[src/rtl/core/cglf_ram.sv]
// generic one-write one-read synchronous memory, registered read data
module cglf_ram #(
  parameter int DEPTH  = 4,
  parameter int ADDR_W = 2,
  parameter int DATA_W = 8
) (
  input  logic              clk_i,
  input  logic              we_i,
  input  logic [ADDR_W-1:0] waddr_i,
  input  logic [DATA_W-1:0] wdata_i,
  input  logic [ADDR_W-1:0] raddr_i,
  output logic [DATA_W-1:0] rdata_o
);

  logic [DATA_W-1:0] mem [DEPTH];

  // write port
  always_ff @(posedge clk_i) begin
    if (we_i) begin
      mem[waddr_i] <= wdata_i;
    end
  end

  // read port, read data registered
  always_ff @(posedge clk_i) begin
    rdata_o <= mem[raddr_i];
  end

endmodule

[config.mk]
export PLATFORM = sky130hd
export DESIGN_NAME = cglf_ram
export DESIGN_NICKNAME = d
export VERILOG_FILES = /design/src/rtl/core/cglf_ram.sv
export SDC_FILE = /design/constraint.sdc
export NUM_CORES = 1
export LEC_CHECK = 0
export BUFFER_PORTS_ARGS = -buffer_cell sky130_fd_sc_hd__buf_4
export CAP_MARGIN = 10
export CORE_MARGIN = 5
export CORE_UTILIZATION = 30
export CTS_BUF_LIST = sky130_fd_sc_hd__clkbuf_4 sky130_fd_sc_hd__clkbuf_8 sky130_fd_sc_hd__clkbuf_16
export DETAILED_ROUTE_END_ITERATION = 8
export GPL_ROUTABILITY_DRIVEN = 1
export MAX_ROUTING_LAYER = met4
export PLACE_DENSITY = 0.45
export SLEW_MARGIN = 20
export SYNTH_ARGS = -nofsm -noshare
export SYNTH_HDL_FRONTEND = slang
export SYNTH_SLANG_ARGS = --single-unit
[constraint.sdc]
create_clock -name clk_i -period 1.2 [get_ports clk_i]
set_input_delay 0 -clock clk_i [delete_from_list [all_inputs] [get_ports clk_i]]
set_output_delay 0 -clock clk_i [all_outputs]
set_load 0.05 [all_outputs]
# --- After elaboration in Yosys (flattened, before gate mapping) ---
# Memories as Yosys holds them, arrays and structs flattened. A register that Yosys moved wholly into a read port is not among the register bits.
# Index checks and enable logic that the tools add are counted.
totals:
  word_cells: 3
  n_memories: 1
  mem_bits_rw: 32
  mem_bits_ro: 0
  latchBits: 0
  input_bits: 14
  ff_bits: 0
  output_inout_bits: 8
memory_table:
  columns: ["memory", "words", "width", "read_ports", "rd_ports_with_merged_regs", "wr", "line", "source"]
  rows:
  - ["mem", 4, 8, 1, 1, 1, "15", "logic [DATA_W-1:0] mem [DEPTH];"]
classes:
  n_div: 0
  n_lt_le_gt_ge: 0
  n_shift: 0
  reduce_logical: 0
  bitwise_logic: 0
  n_mux: 2
  n_eq_ne: 0
  addsub: 0
  mul: 0
op_table:
  columns: ["operator", "count"]
  rows:
  - ["1-bit two-way mux", 2]

# --- Longest topological paths before layout ---
depth:
  depth_word: 2
  mapped_depth: 2
  mapped_depth_nobuf: 1

# --- Worst setup path after synthesis ---
# No wires, ideal clock.
synth_path:
  kind: "input port to flip-flop"
  startpoint: "in waddr_i[0]"
  endpoint: "mem mem[0][0], enable pin"
  required_ps: 815
  n_path_buf: 0
  setup_time_ps: 385
  stages: 1
  setup_slack_ps: 136
  arrival_ps: 679
  cell_sequence: "nor3b_1"
synth_rtl:
  columns: ["item", "line", "source"]
  rows:
  - ["from (decl)", "9", "input logic [ADDR_W-1:0] waddr_i,"]
  - ["to (decl)", "15", null]
# No word-level cell before the write port.

# --- Final worst setup path ---
layout_path:
  startpoint: "mem mem[3][7]"
  endpoint: "reg rdata_o[7] (read register of mem)"
layout_rtl:
  columns: ["item", "line", "source"]
  rows:
  - ["to (decl)", "12", "output logic [DATA_W-1:0] rdata_o"]
# No word-level cell between the ends.

==> results_dict.tcl <==
set metrics [dict create \
    clockBufferDepth 2 \
    netlist_area_sq_mm 0.00135 \
    cts_made_buffers 5 \
    dieArea_sq_mm 0.00594 \
    synth_area_per_cell_sq_um 25.0 \
    core_sq_mm 0.00435 \
    fin_crit_sh 0.805 \
    vias 637 \
    dr.pass1.iters 4 \
    synthCells 54 \
    diodes 0 \
    ant_nets 0 \
    synth_ff_type "edfxtp_1" \
    first_global_vias 711 \
    crit_path_end_kind "flip-flop" \
    final-hold-violation-count 0 \
    async_flop_share 0 \
    cp.buffers_inverters 0 \
    preCtsSetupSlack_ns 0.252 \
    cts_resized 0 \
    critPathRequiredTime_ns 1.37 \
    clk_latency_ns 0.29 \
    io_buffers 21 \
    crit_family "multiplexers" \
    drc 0 \
    worstReg2RegStart "mem[3][7]$_DFFE_PP_" \
    routed_via_density 4.36 \
    yosys.area.top_type_share 0.712 \
    hold_start "raddr_i[1]" \
    cp-startpoint "mem[3][7]$_DFFE_PP_" \
    drtIter0Drc 59 \
    synth_seq_cells 40 \
    grt_usage 0.0864 \
    die_h_um 77.1 \
    antenna_found_initial 0 \
    yosysTopAreaCell "edfxtp_1" \
    critPathMaxStageDelay_ns 0.47 \
    start_util 0.310 \
    cts_tree "done" \
    nets 107 \
    crit_path_top_delay_cell "mux4_2" \
    outcome "completed" \
    htreeDepth 2 \
    cp_max_fo 1 \
    setup_ws_ns 0.234 \
    p_leak_nw 0.649 \
    die_w_um 77.1 \
    startpoint_type "flip-flop" \
    synth_cell_types 8 \
    maxSlewHeadroom 0.882 \
    slew_violations 0 \
    cap_violations 0 \
    clock_skew_ns 0.00802 \
    pin_count 22 \
    wl_per_cell_um 15.1 \
    syn_nets 68 \
    cts_root_buffer "clkbuf_8" \
    final_core_util 0.408 \
    irDropWorstVdd_mv 0.519 \
    drt-total-wl_um 2210 \
    area_delta_synth_final_pct 31.7 \
    setup_viol 0 \
    cts_setup_buffers 0 \
    p_per_area_mw_per_mm2 1610 \
    arrival_ns 1.13 \
    stdcell_area_sq_mm 0.00178 \
    synthMostInstantiatedCell "edfxtp_1" \
    cts_hold_buf 8 \
    fin_tns_setup_ns 0 \
    gp_congestion 0.632 \
    clock-sinks 40 \
    grt_start_max_net_pins 13 \
    hp-class "primary input to flip-flop" \
    synthTopCellsByArea "edfxtp_1 71%, mux4_2 13%, dfxtp_1 12%, and3b_1 1.3%, buf_6 0.83%" \
    rsz0062_at_grt "no" \
    drive_gt1_frac 0.447 \
    tightest_slew_ns 0.177 \
    grt-ovfl-total 0 \
    period_minus_slack_ns 0.966 \
    num_rows 24 \
    yosysSeqAreaShare 0.831 \
    synth-edff-count 32 \
    fmax_mhz 1040 \
    clk_pin_slew_ns 0.08 \
    netlist_top_cells_count "32 x edfxtp_1, 8 x dfxtp_1, 8 x mux4_2" \
    ys_warn_count 0 \
    path_cells "mux4_2" \
    critical_path_class "flip-flop to flip-flop" \
    grt_first_pass_wirelength_um 3620 \
    placed_area_sq_mm 0.00159 \
]
-- flip-flops by register name (all words and copies together), names as in the netlist --
signal and flops:
rdata_o 8, mem 32
-- routing by layer --
layer / wire length [um] / up-vias / track usage / share of wire
met4: 38 / 0 / 0.0464 / 0.017
met5: 0 / - / - / 0
met2: 1020 / 21 / 0.124 / 0.46
met3: 154 / 6 / 0.0398 / 0.070
li1: - / 298 / - / -
met1: 999 / 312 / 0.101 / 0.45
-- power breakdown --
part | switching [mW] | internal [mW] | leakage (nW)
logic | 0.166 | 0.128 | 0.233
clock network | 0.427 | 0.547 | 0.0549
registers | 0.0172 | 1.58 | 0.361
total | 0.610 | 2.26 | 0.649
-- worst paths after layout --
path	cells past startpoint	slack, ns	endpoint
worst max-delay path	1	0.23	rdata_o[7]$_DFF_P_
worst min-delay path	2	0.10	rdata_o[3]$_DFF_P_
worst max register to register	1	0.23	rdata_o[7]$_DFF_P_
worst min register to register	1	0.56	rdata_o[0]$_DFF_P_
-- layout make-up --
cell class / instances / area [sq um]
clock buffer: 8 / 104
timing repair buffer: 34 / 275
tap: 52 / 65.1
multi-input combinational: 12 / 211
fill: 389 / 2580
sequential: 40 / 1120
-- through the flow --
stage	total power, mW	cells	hold slack [ns]
2_1_floorplan	1.79	54	0.0989
4_1_cts	2.90	146	0.104
3_5_place_dp	1.91	130	0.206
5_1_grt	2.98	146	0.106
6_report	2.86	146	0.102
3_3_place_gp	1.90	130	0.204
-- logic make-up (layout without fill, tap and decap cells) --
group / Yosys count / count (layout) / share of synthesized area
AND/OR/NAND/NOR: 4 / 4 / 0.0232
buffers and inverters: 2 / 42 / 0.0121
multiplexers: 8 / 8 / 0.134
flip-flops: 40 / 40 / 0.831
-- cell usage in the layout, fill, tap and decap left out --
| master | netlist | layout |
|---|---|---|
| dfxtp_1 | 8 | 8 |
| buf_4 | 0 | 26 |
| clkbuf_8 | 0 | 7 |
| nor3b_1 | 1 | 1 |
| edfxtp_1 | 32 | 32 |
| and3_1 | 1 | 1 |
| mux4_2 | 8 | 8 |
| dlygate4sd3_1 | 0 | 8 |
| clkbuf_4 | 0 | 1 |
| and3b_1 | 2 | 2 |
(Power assumes the default switching activity.)
