$ cat src/rtl/core/cglf_pkg.sv
// shared constants, command codes, state codes and divider handshake types
package cglf_pkg;

  // curve geometry
  localparam int NUM_POINTS   = 1024;
  localparam int NUM_CHANNELS = 3;

  // field widths on the stream ports
  localparam int CMD_W       = 2;
  localparam int CH_W        = 2;
  localparam int IDX_W       = 10;
  localparam int DATA_W      = 32;
  localparam int S_TDATA_W   = 48;
  localparam int M_TDATA_W   = 32;

  // storage addressing: {channel, position}
  localparam int POS_W     = $clog2(NUM_POINTS);
  localparam int CHS_W     = (NUM_CHANNELS > 1) ? $clog2(NUM_CHANNELS) : 1;
  localparam int ADDR_W    = CHS_W + POS_W;
  localparam int MEM_DEPTH = NUM_CHANNELS * (2 ** POS_W);

  // wide enough to compare an index against the curve length
  localparam int RANGE_W = 17;

  // ramp arithmetic
  localparam int DIFF_W  = DATA_W + 1;
  localparam int SLOPE_W = DATA_W + 1;
  localparam int ACC_W   = DATA_W + 2;

  typedef enum logic [CMD_W-1:0] {
    CMD_WRITE = 2'd0,
    CMD_FILL  = 2'd1,
    CMD_READ  = 2'd2
  } cmd_e;

  typedef enum logic [6:0] {
    ST_CLEAR  = 7'b0000001,
    ST_IDLE   = 7'b0000010,
    ST_READ   = 7'b0000100,
    ST_ANCHOR = 7'b0001000,
    ST_SCAN   = 7'b0010000,
    ST_DIV    = 7'b0100000,
    ST_RAMP   = 7'b1000000
  } state_e;

  typedef struct packed {
    logic                     start;
    logic signed [DIFF_W-1:0] dividend;
    logic        [POS_W-1:0]  divisor;
  } div_req_t;

  typedef struct packed {
    logic                      done;
    logic signed [SLOPE_W-1:0] quotient;
  } div_rsp_t;

endpackage

$ cat src/rtl/core/cglf_div.sv
// iterative signed divider, one quotient bit per cycle, truncates toward zero
module cglf_div (
  input  logic               clk_i,
  input  logic               rst_ni,
  input  cglf_pkg::div_req_t req_i,
  output cglf_pkg::div_rsp_t rsp_o
);
  import cglf_pkg::*;

  localparam int CNT_W = $clog2(DIFF_W + 1);

  logic              busy_q, busy_d;
  logic              done_q, done_d;
  logic [CNT_W-1:0]  cnt_q, cnt_d;
  logic [POS_W:0]    rem_q, rem_d;
  logic [DIFF_W-1:0] quo_q, quo_d;
  logic [POS_W-1:0]  dvs_q, dvs_d;
  logic              neg_q, neg_d;
  logic [POS_W:0]    trial;
  logic              fits;

  // one restoring step
  assign trial = {rem_q[POS_W-1:0], quo_q[DIFF_W-1]};
  assign fits  = trial >= {1'b0, dvs_q};

  always_comb begin
    busy_d = busy_q;
    done_d = 1'b0;
    cnt_d  = cnt_q;
    rem_d  = rem_q;
    quo_d  = quo_q;
    dvs_d  = dvs_q;
    neg_d  = neg_q;
    if (req_i.start) begin
      busy_d = 1'b1;
      cnt_d  = '0;
      rem_d  = '0;
      dvs_d  = req_i.divisor;
      neg_d  = req_i.dividend[DIFF_W-1];
      quo_d  = req_i.dividend[DIFF_W-1] ? DIFF_W'(-req_i.dividend) : DIFF_W'(req_i.dividend);
    end else if (busy_q) begin
      rem_d = fits ? (trial - {1'b0, dvs_q}) : trial;
      quo_d = {quo_q[DIFF_W-2:0], fits};
      cnt_d = cnt_q + 1'b1;
      if (cnt_q == CNT_W'(DIFF_W - 1)) begin
        busy_d = 1'b0;
        done_d = 1'b1;
      end
    end
  end

  // control state
  always_ff @(posedge clk_i or negedge rst_ni) begin
    if (!rst_ni) begin
      busy_q <= 1'b0;
      done_q <= 1'b0;
      cnt_q  <= '0;
    end else begin
      busy_q <= busy_d;
      done_q <= done_d;
      cnt_q  <= cnt_d;
    end
  end

  // datapath
  always_ff @(posedge clk_i) begin
    rem_q <= rem_d;
    quo_q <= quo_d;
    dvs_q <= dvs_d;
    neg_q <= neg_d;
  end

  // restore the sign of the magnitude quotient
  assign rsp_o.done     = done_q;
  assign rsp_o.quotient = neg_q ? -$signed(quo_q) : $signed(quo_q);

endmodule

$ cat config.mk
export PLATFORM = sky130hd
export DESIGN_NAME = cglf_div
export DESIGN_NICKNAME = d
export VERILOG_FILES = /design/src/rtl/core/cglf_pkg.sv /design/src/rtl/core/cglf_div.sv
export SDC_FILE = /design/constraint.sdc
export NUM_CORES = 1
export LEC_CHECK = 0
export BUFFER_PORTS_ARGS = -buffer_cell sky130_fd_sc_hd__clkbuf_2
export CAP_MARGIN = 20
export CORE_MARGIN = 3
export CORE_UTILIZATION = 25
export CTS_BUF_LIST = sky130_fd_sc_hd__clkbuf_8 sky130_fd_sc_hd__clkbuf_16
export DETAILED_ROUTE_END_ITERATION = 10
export PLACE_DENSITY = 0.49
export SLEW_MARGIN = 10
export SYNTH_ARGS = -nofsm -noshare
export SYNTH_HDL_FRONTEND = slang
export SYNTH_SLANG_ARGS = --single-unit
$ cat constraint.sdc
create_clock -name clk_i -period 7.7 [get_ports clk_i]
set_clock_uncertainty 0.2 [all_clocks]
set_input_delay 1.54 -clock clk_i [delete_from_list [all_inputs] [get_ports clk_i]]
set_output_delay 1.54 -clock clk_i [all_outputs]
set_load 0.01 [all_outputs]
After elaboration in Yosys (flattened, before gate mapping)
Cells that the tools add are included.
Cells by class
  $add $sub $neg: 4
  multiply operators: 0
  divide/modulo/power cells: 0
  $lt $le $gt $ge: 1
  eq/ne operators: 1
  shift operators: 0
  mux-type cells: 13
  bitwise gates (word level): 0
  reduce and logical (&&, ||, !) cells: 1
Operators with widths (number)
  two-way mux 33 bit: 4
  negation 33 bit: 2
  two-way mux 6 bit: 2
  >= comparator 11 x 10 -> 1 bit: 1
  two-way mux 10 bit: 1
  subtractor 10 bit: 1
  adder 6 x 1 -> 6 bit (second input constant): 1
  == test 6 bit (second input constant): 1
  two-way mux 1 bit: 6
  nonzero test 2 bit: 1
Storage, ports and cells
  bits in registers: 62
  bits in latches: 0
  bits in writable memories: 0
  bits in read-only memories: 0
  word-level logic and storage cells: 27
  memories: 0

Longest topological paths before layout
Gate-level depths: netlist of run 1.
  depth in word-level cells: 4
  mapped depth: 10
  depth with buffers taken out: 10

Worst setup path after synthesis of run 1
No wires, ideal clock.
  path kind: register to output
  start point: register quo_q[12]
  end point: output port rsp_o[31] in the netlist's numbering
  arrival time: 2.549 ns
  required time: 5.960 ns
  path slack: 3.411 ns
  cell stages (with the launch flop): 7
  path buffers: 0
  cell sequence: edfxtp_1 or4_4 or4_4 or2_1 or4_4 o41ai_2 xnor2_1
RTL lines
  start: declaration: line cglf_div.sv:16  | logic [DIFF_W-1:0] quo_q, quo_d;
  start signal: assignment: line cglf_div.sv:68  | quo_q <= quo_d;
  end: declaration: line cglf_div.sv:6  | output cglf_pkg::div_rsp_t rsp_o

==> results.md, run 1 <==
* Status: finished, final reports clean
* Avg Cell Area, Syn at 9.09 µm²
* Net load switching power at 442 µW
* P per Cell Area at approximately 250 nW/µm²
* Commonest non-fill, non-tap cells in the layout: 78 x clkbuf_2, 58 x nor2_1, 44 x edfxtp_1
* Worst path slowest cell: or4_4
* Antenna violations before repair at 0
* Clock Latency Late Sink at 0.33 ns
* Achievable Freq at roughly 210 MHz
* Hold Vio Cnt, Final at 0
* Critical path class: register to output port
* RSZ-0062 raised after global routing: false
* Normalized max-slew margin at about 38%
* Synth Warn # at 0
* Most frequent CP cell: or4_4
* Vias/cell at 4.86
* Global-route wire length before repair at around 18 mm
* Most common cell after layout, fill and taps aside: clkbuf_2
* # diodes at 0
* Number of global-route vias before repair at approximately 3,600
* Routability cong. at between 0.8 and 0.9
* Pint at 882 µW
* Clock power share at 32.0%
* Clk buf depth at 2
* Root Driver: clkbuf_16
* Initial Utilization at 25.9%
* HP Start: rem_q[2]
* CP Launch Point: quo_q[12]
* FF-to-FF Start: dvs_q[6]
* Hold crit path type: register to register
* Die X at 138 µm
* Sw frac at 33.4%
* CP max stage delay at 0.58 ns
* Combinational share of power at 32.4%
* Avg WL per Cell at 14.7 µm
* Worst-margin pin slew at 0.936 ns
* DR iter-0 viols at 212
* GRT overflow at 0
* FFs w/ async S/R, synth at 12.9%
* Nets@finish at 612
* Crit start category: register
* Pre-antenna DRT Iters at 4
* H-tree depth at 3
* Slew Limit Fails at 0
* Post-synthesis sequential area ratio at 39.6%
* Share of cells above drive strength 1 at 18.9%
* Cts-stage hold buffer count at 0
* Largest net degree at the start of global routing at 55
* Final wirelength at between 10 and 15 mm
* CTS tree: built
* Port Buffers at 79
* Die area at 19,000 µm²
* CP endpoint kind: output port
* Placed insts at between 700 and 800
* IO Pins at 80
* Worst-path clk slew at 0.05 ns
* CP cell instances: or4_4, or4_4, or2_1, or4_4, o41ai_2, xnor2_1, clkbuf_2
* Setup tns final at 0 ns
* Yosys reg bits at between 60 and 70
* Post-Synthesis Cell Area at 4350 µm²
* Flop pwr share at 35.6%
* GRT Util Overall at 12.0%
* Finish-stage setup viols at 0
* Final std cells w/o fill at 776
* Number of buffers created by CTS at 9
* Clock Sinks at 62
* CP arrival at 3.13 ns
* Final period util at 63.2%
* Post-synthesis cell type count at 54
* Fin crit period at 4.87 ns
* Core box area at around 17,000 µm²
* Mapped Cells at 479
* Setup Buffers After CTS at 0
* Required time worst endpoint at 5.96 ns
* Post-DP HPWL at 8.56 mm
* Post-CTS sizing at 0
* Cell Rows at 47
* Net Count, Synth at 540
* DR vias at 3,773
* Max Cap Viol at 0
* Post-synth EDFFs at 44
* Top FF cell, synth: edfxtp_1
* DRC errors left at 0
* DRT antenna net count at 0
* Peak fanout along the critical path at 4
* Die height at 138 µm
* Leak at 0.00209 µW
* Area Overhead vs Synth at 21.4%
* Peak VDD IR at 0.0955 mV
==> metrics by stage <==
stage | hold slack, ns | power, µW | utilization [%] | instance area [µm²] | setup slack (ns)
finish | 0.301 | 1320 | 31.4 | 5290 | 2.83
global route | 0.342 | 1410 | 31.4 | 5290 | 2.69
CTS | 0.309 | 1330 | 31.3 | 5260 | 2.79
detailed placement | 0.290 | 903 | 29.4 | 4950 | 3.15
global placement | 0.286 | 899 | 29.4 | 4950 | 3.19
floorplan | 0.264 | 768 | - | 4350 | 3.41
==> registers in the layout, summed over array words and instances (netlist names) <==
signal and flops:
done_q 1, busy_q 1, quo_q 33, rem_q 10, cnt_q 6, dvs_q 10
neg_q 1
==> power groups by stage <==
stage	Clock [µW]	Sequential (µW)	Combinational [µW]
CTS	434	475	426
floorplan	0	461	307
finish	424	471	429
global route	448	481	484
detailed placement	0	481	423
global placement	0	478	421
==> cells by family (layout without fill, tap and decap cells) <==
kind of cell | after synthesis | in the layout | synth area share [%]
AND/OR/NAND/NOR | 153 | 153 | 17.2
AO/OA/AOI/OAI | 131 | 131 | 20.1
XOR/XNOR | 66 | 66 | 13.3
flip-flops | 62 | 62 | 39.6
buffers and inverters | 47 | 124 | 4.23
adder cells (fa/ha/maj) | 15 | 15 | 4.48
multiplexers | 5 | 5 | 1.15
==> synthesized netlist by cell type, types with 3 or more instances <==
master	number	area (µm²)
a211oi_1	5	37.5
a21o_1	5	37.5
a21oi_1	42	210
a311oi_1	5	43.8
clkbuf_1	17	63.8
dfrtp_1	8	200
dfxtp_1	10	200
edfxtp_1	44	1320
ha_1	14	175
inv_1	26	97.6
mux2i_1	5	50.1
nand2_1	36	135
nand2b_1	5	31.3
nand3_1	7	35.0
nand3b_1	3	22.5
nand4_1	3	18.8
nor2_1	58	218
nor3_1	10	50.1
nor4_1	3	18.8
o211ai_1	3	22.5
o21a_1	3	22.5
o21ai_0	23	115
o31ai_1	19	143
o41ai_1	10	87.6
or3_1	4	25.0
or4_1	9	67.6
or4_4	5	56.3
xnor2_1	36	315
xor2_1	30	263
==> worst paths after layout <==
| kind | end | slack (ns) | depth (start not counted) |
|---|---|---|---|
| max | rsp_o[31] | 2.83 | 7 |
| min | rem_q[2] | 0.30 | 2 |
| max reg2reg | rem_q[7] | 4.89 | 8 |
| min reg2reg | rem_q[2] | 0.30 | 2 |
| max in group asynchronous | cnt_q[3] | 6.26 | 1 |
| min in group asynchronous | done_q | 0.86 | 1 |
==> critical path, delay by kind of cell (launching register included) <==
family          cells  cell delay (ns)
buf+inv             1             0.15
compound gates      1             0.24
simple gates        4             1.83
xor+xnor            1             0.15
flops               1             0.43
==> final cells by class <==
cell class              count  area (µm²)
flip-flops and latches     62        1720
well taps                 220         275
multi-input cells         370        2450
fillers                  1817       11500
inverters                  26        97.6
clock inverters             7        80.1
repair buffers             82         438
clock buffers               9         225
==> routing by layer <==
| metal | GRT usage, % | vias up | wire (µm) |
|---|---|---|---|
| met5 | 0 | - | 0 |
| met4 | 4.50 | 0 | 191 |
| met3 | 2.29 | 16 | 688 |
| met2 | 18.5 | 89 | 5140 |
| met1 | 16.6 | 1762 | 5390 |
| li1 | - | 1906 | - |
Note: power is estimated with default switching activity, not from simulation.
==> run 2: changes to the inputs <==
- clock period: 7.7 -> 4.84 ns (I/O delays scaled with it)
==> run 2 against run 1 <==
- worst setup slack worse by 2.3 ns
- clock power is 49% higher
- register-to-register slack worse by 2.9 ns
- sequential power is 59% higher
- combinational power is 58% higher
- critical path depth stayed put
- flip-flop and latch count stayed put
- routed wire length is 0.45% lower
- non-clock buffer count is 2 higher
==> results.md, run 2 (synthesized netlist as in run 1, its figures left out) <==
* # diodes at 0 (unchanged)
* Commonest non-fill, non-tap cells in the layout: 78 x clkbuf_2, 58 x nor2_1, 44 x edfxtp_1
* FF-to-FF Start: quo_q[32]
* Peak fanout along the critical path at 4 (unchanged)
* Clock Sinks at 62 (unchanged)
* Post-DP HPWL at 8.63 mm (+0.86%)
* Finish-stage setup viols at 0 (unchanged)
* DRT antenna net count at 0 (unchanged)
* Antenna violations before repair at 0 (unchanged)
* Normalized max-slew margin at 36.7% (-0.91 points)
* Vias/cell at 4.85 (-0.18%)
* Slew Limit Fails at 0 (unchanged)
* Biggest register: quo_q
* Placed insts at 761 (+0.26%)
* Achievable Freq at between 200 and 250 MHz
* Fillers at 1,795 (-1.2%)
* Crit start category: register
* H-tree depth at 3 (unchanged)
* Port Buffers at 79 (unchanged)
* DR iter-0 viols at 246 (+16%)
* Pre-CTS WS at 0.834 ns (-2.32 ns)
* Critical path class: register to output port
* Required time worst endpoint at 3.67 ns (-2.29 ns)
* Nets@finish at 614 (+0.33%)
* Core box area at 16,800 µm² (unchanged)
* Leak at 0.00209 µW (+0.16%)
* Worst R2R Path Depth at 10 (+2)
* Area Overhead vs Synth at 21.2%
* RSZ-0062 raised after global routing: false
* Worst Setup Slack, final at 0.481 ns (-2.35 ns)
* Post-CTS sizing at 0 (unchanged)
* Global-route wire length before repair at 17.8 mm (-0.89%)
* Most common cell after layout, fill and taps aside: clkbuf_2
* Clock Latency Late Sink at 0.33 ns (about the same)
* Worst-path clk slew at 0.05 ns (about the same)
* GRT overflow at 0 (unchanged)
* Cts-stage hold buffer count at 0 (unchanged)
* Final std cells w/o fill at 778 (+0.26%)
* Die area at 19,000 µm² (unchanged)
* Die height at 138 µm (unchanged)
* Routability cong. at 0.839 (+3.1%)
* Pwr Total at 2060 µW (+56%)
* Status: finished, final reports clean
* Number of global-route vias before repair at 3,561 (-1.9%)
* Max Cap Viol at 0 (unchanged)
* DR vias at 3,776 (+0.080%)
* Setup slack, reg-to-reg at 2.02 ns (-2.87 ns)
* CP arrival at 3.19 ns (+0.06 ns)
* Hold crit path type: primary input to async pin
* Share of cells above drive strength 1 at 19.5% (+0.65 points)
* Largest net degree at the start of global routing at 58 (+5.5%)
* DRC errors left at 0 (unchanged)
* P per Cell Area at 391 nW/µm² (+56%)
* Number of buffers created by CTS at 9 (unchanged)
* Final wirelength at 11.4 mm (-0.45%)
* Root Driver: clkbuf_16
* Initial Utilization at 25.9% (unchanged)
* R2R Path End: rem_q[8]
* Setup Buffers After CTS at 0 (unchanged)
* Peak VDD IR at 0.159 mV (+66%)
* Worst-margin pin slew at 0.950 ns (+0.0137 ns)
* Final period util at 90.1%
* Die X at 138 µm (unchanged)
* IO Pins at 80 (unchanged)
* Fin crit period at 4.36 ns
* Pre-antenna DRT Iters at 5 (+1)
* CTS tree: built
* Clk buf depth at 2 (unchanged)
* GRT Util Overall at 11.9% (-0.11 points)
* Cell Rows at 47 (unchanged)
* Setup tns final at 0 ns (unchanged)
* CP endpoint kind: output port
* Max reg flops at 33 (unchanged)
* Avg WL per Cell at 14.6 µm (-0.70%)
* Hold Vio Cnt, Final at 0 (unchanged)
* Largest regs: quo_q: 33 flops, dvs_q: 10 flops, rem_q: 10 flops
[run 2: cell types whose count changed in the layout (fill, tap and decap cells not counted)]
cell        change
inv_1           +1
buf_4           +2
buf_16          -1
clkinv_2        +1
bufinv_16       -1
clkinv_1        -3
clkbuf_8        +1
buf_8           +1
clkinvlp_4      +1
[run 2: worst max-delay path by stage]
stage / slack (ns) / cells after the start / start / to
after floorplan: 1.12 / 6 / quo_q[12] / rsp_o[31]
after global placement: 0.90 / 7 / quo_q[12] / rsp_o[31]
after detailed placement: 0.83 / 7 / quo_q[12] / rsp_o[31]
after CTS: 0.46 / 7 / quo_q[12] / rsp_o[31]
after global routing: 0.37 / 7 / quo_q[11] / rsp_o[31]
final: 0.48 / 7 / quo_q[12] / rsp_o[31]
[run 2: worst max-delay path, cell delays in order (launching register included)]
cell      delay (ns)
edfxtp_1        0.44
or4_4           0.58
or4_4           0.46
or2_1           0.31
or4_4           0.51
o41ai_2         0.26
xnor2_1         0.16
clkbuf_2        0.15
[run 2: power breakdown]
| part | internal [µW] | switching (µW) |
|---|---|---|
| logic | 296 | 382 |
| registers | 662 | 88.1 |
| clock network | 406 | 226 |
| total | 1360 | 696 |
[run 2: final cells by class]
cell class                      instances  area (µm²)  area share, %
Timing Repair Buffer                   84         440           8.35
Inverter                               26        97.6           1.85
Sequential cell                        62        1720           32.6
Clock buffer                           10         239           4.53
Multi-Input combinational cell        370        2450           46.4
Tap cell                              220         275           5.22
Clock inverter                          6        55.1           1.04
[run 2: per-layer routing]
layer,part of all wire [%],vias up,global-route usage [%]
li1,-,1902,-
met1,48,1771,16.8
met2,46,91,18.0
met3,4.8,12,2.69
met4,1.3,0,3.68
met5,0,-,0
[run 2: through the flow]
stage               hold slack (ns)  utilization, %  instance area [µm²]
global route                  0.283            31.4                 5280
floorplan                     0.264               -                 4350
CTS                           0.276            31.3                 5260
finish                        0.281            31.4                 5280
global placement              0.289            29.5                 4970
detailed placement            0.295            29.5                 4970
==> run 3: changes to the inputs <==
- PLACE_DENSITY: 0.49 -> 0.46
==> run 3 against run 2 <==
- fmax rose by 0.66%
- routed wire length is 2.1% higher
- first-iteration DRC count down 32%
- clock-buffer cell count is 6 higher
- final cell count up 0.13%
- register-to-register slack improved by 0.02 ns
- combinational power up 0.6%
- final area up 1.1%
- highest routed layer unchanged
- die area is the same
- critical endpoint unchanged
- critical path type unchanged
==> results.md, run 3 (synthesized netlist as in run 1, its figures left out) <==
* Status: finished, final reports clean
* Vias/cell at 4.88 (+0.45%)
* Die area at 19,000 µm² (unchanged)
* CTS tree: built
* CP arrival at 3.16 ns (-0.03 ns)
* Final wirelength at 11.6 mm (+2.1%)
* Root Driver: clkbuf_16
* Commonest non-fill, non-tap cells in the layout: 78 x clkbuf_2, 58 x nor2_1, 44 x edfxtp_1
* Largest net degree at the start of global routing at 55 (-5.2%)
* Achievable Freq at 231 MHz (+0.66%)
* Slew Limit Fails at 0 (unchanged)
* Post-DP HPWL at 8.81 mm (+2.1%)
* DR vias at 3,798 (+0.58%)
* Post-CTS sizing at 0 (unchanged)
* Max Cap Viol at 0 (unchanged)
* FF-to-FF Start: quo_q[32]
* Placed insts at 762 (+0.13%)
* H-tree depth at 3 (unchanged)
* Clock Latency Late Sink at 0.32 ns (about the same)
* Nets@finish at 615 (+0.16%)
* Placed Area at 4970 µm² (+0.15%)
* Cts-stage hold buffer count at 0 (unchanged)
* DRC errors left at 0 (unchanged)
* Setup slack, reg-to-reg at 2.04 ns (+0.02 ns)
* Worst-margin pin slew at 0.952 ns (+0.00187 ns)
* Routability cong. at 0.829 (-1.3%)
* CP endpoint kind: output port
* Normalized max-slew margin at 36.6% (-0.12 points)
* Area Overhead vs Synth at 22.5%
* Most common cell after layout, fill and taps aside: clkbuf_2
* Critical path class: register to output port
* Setup Buffers After CTS at 0 (unchanged)
* Worst R2R Path Depth at 10 (unchanged)
* Die X at 138 µm (unchanged)
* Core box area at 16,800 µm² (unchanged)
* DR iter-0 viols at 168 (-32%)
* Crit start category: register
* R2R Path End: rem_q[8]
* Share of cells above drive strength 1 at 20.0% (+0.50 points)
* Global-route wire length before repair at 18.6 mm (+4.5%)
* IO Pins at 80 (unchanged)
* Peak fanout along the critical path at 4 (unchanged)
* P per Cell Area at 401 nW/µm² (+2.7%)
* # diodes at 0 (unchanged)
* Largest regs: quo_q: 33 flops, dvs_q: 10 flops, rem_q: 10 flops
* Antenna violations before repair at 0 (unchanged)
* Clk buf depth at 2 (unchanged)
* Pre-antenna DRT Iters at 4 (-1)
* Fin crit period at 4.33 ns (-0.0287 ns)
* Final period util at 89.5% (-0.59 points)
* Required time worst endpoint at 3.67 ns (about the same)
* Number of buffers created by CTS at 9 (unchanged)
* Setup tns final at 0 ns (unchanged)
* DRT antenna net count at 0 (unchanged)
* Final core utilization at 31.7% (+0.34 points)
* Design Area, Final at 5330 µm² (+1.1%)
* Port Buffers at 79 (unchanged)
* GRT overflow at 0 (unchanged)
* Hold Vio Cnt, Final at 0 (unchanged)
* GRT Util Overall at 12.4% (+0.55 points)
* Worst-path clk slew at 0.05 ns (about the same)
* Cell Rows at 47 (unchanged)
* RSZ-0062 raised after global routing: false
* Finish-stage setup viols at 0 (unchanged)
* Hold crit path type: primary input to async pin
* Avg WL per Cell at 14.9 µm (+2.0%)
* Peak VDD IR at 0.161 mV (+1.7%)
* Final std cells w/o fill at 779 (+0.13%)
* Clock Sinks at 62 (unchanged)
* Leak at 0.00212 µW (+1.2%)
* Number of global-route vias before repair at 3,756 (+5.5%)
* Initial Utilization at 25.9% (unchanged)
* Biggest register: quo_q
* Die height at 138 µm (unchanged)
* Max reg flops at 33 (unchanged)
[run 3: changes by cell type in the layout (fill, tap and decap cells not counted), sizes merged]
cell      delta
clkbuf       +6
buf          +1
clkinv       -2
bufinv       -1
inv          -2
clkinvlp     -1
[run 3: metal layers]
layer / global-route usage (%) / routed length [µm] / share of wire [%]
met5: 0 / 0 / 0
met4: 3.73 / 162 / 1.4
met3: 2.54 / 576 / 5.0
met2: 19.5 / 5360 / 46
met1: 17.3 / 5510 / 47
[run 3: report_power, final]
group          internal, µW  switching, µW  total [µW]
clock                   479            228         707
combinational           297            384         682
sequential              662           87.7         750
total                  1440            700        2140
[run 3: worst max-delay path by stage]
| stage | cells after the start | to | slack, ns | start |
|---|---|---|---|---|
| 2_1_floorplan | 6 | rsp_o[31] | 1.12 | quo_q[12] |
| 3_3_place_gp | 7 | rsp_o[31] | 0.90 | quo_q[12] |
| 3_5_place_dp | 7 | rsp_o[31] | 0.85 | quo_q[12] |
| 4_1_cts | 7 | rsp_o[31] | 0.49 | quo_q[12] |
| 5_1_grt | 7 | rsp_o[31] | 0.42 | quo_q[12] |
| 6_report | 7 | rsp_o[31] | 0.51 | quo_q[12] |
[run 3: cell type report]
class,count,area [µm²]
repair buffers,85,448
inverters,26,97.6
clock buffers,16,344
flip-flops and latches,62,1720
multi-input cells,370,2450
well taps,220,275
fillers,1799,11500
[run 3: per-stage QoR]
stage | hold WS [ns] | setup slack (ns) | power [µW]
after floorplan | 0.264 | 1.12 | 1220
after global placement | 0.282 | 0.900 | 1440
after detailed placement | 0.287 | 0.851 | 1440
after CTS | 0.275 | 0.487 | 2160
after global routing | 0.282 | 0.424 | 2280
final | 0.280 | 0.510 | 2140
[run 3: critical path, stage by stage, from the launching register on]
cell,delay [ns]
edfxtp_1,0.43
or4_4,0.58
or4_4,0.45
or2_1,0.31
or4_4,0.50
o41ai_2,0.26
xnor2_1,0.15
clkbuf_2,0.15
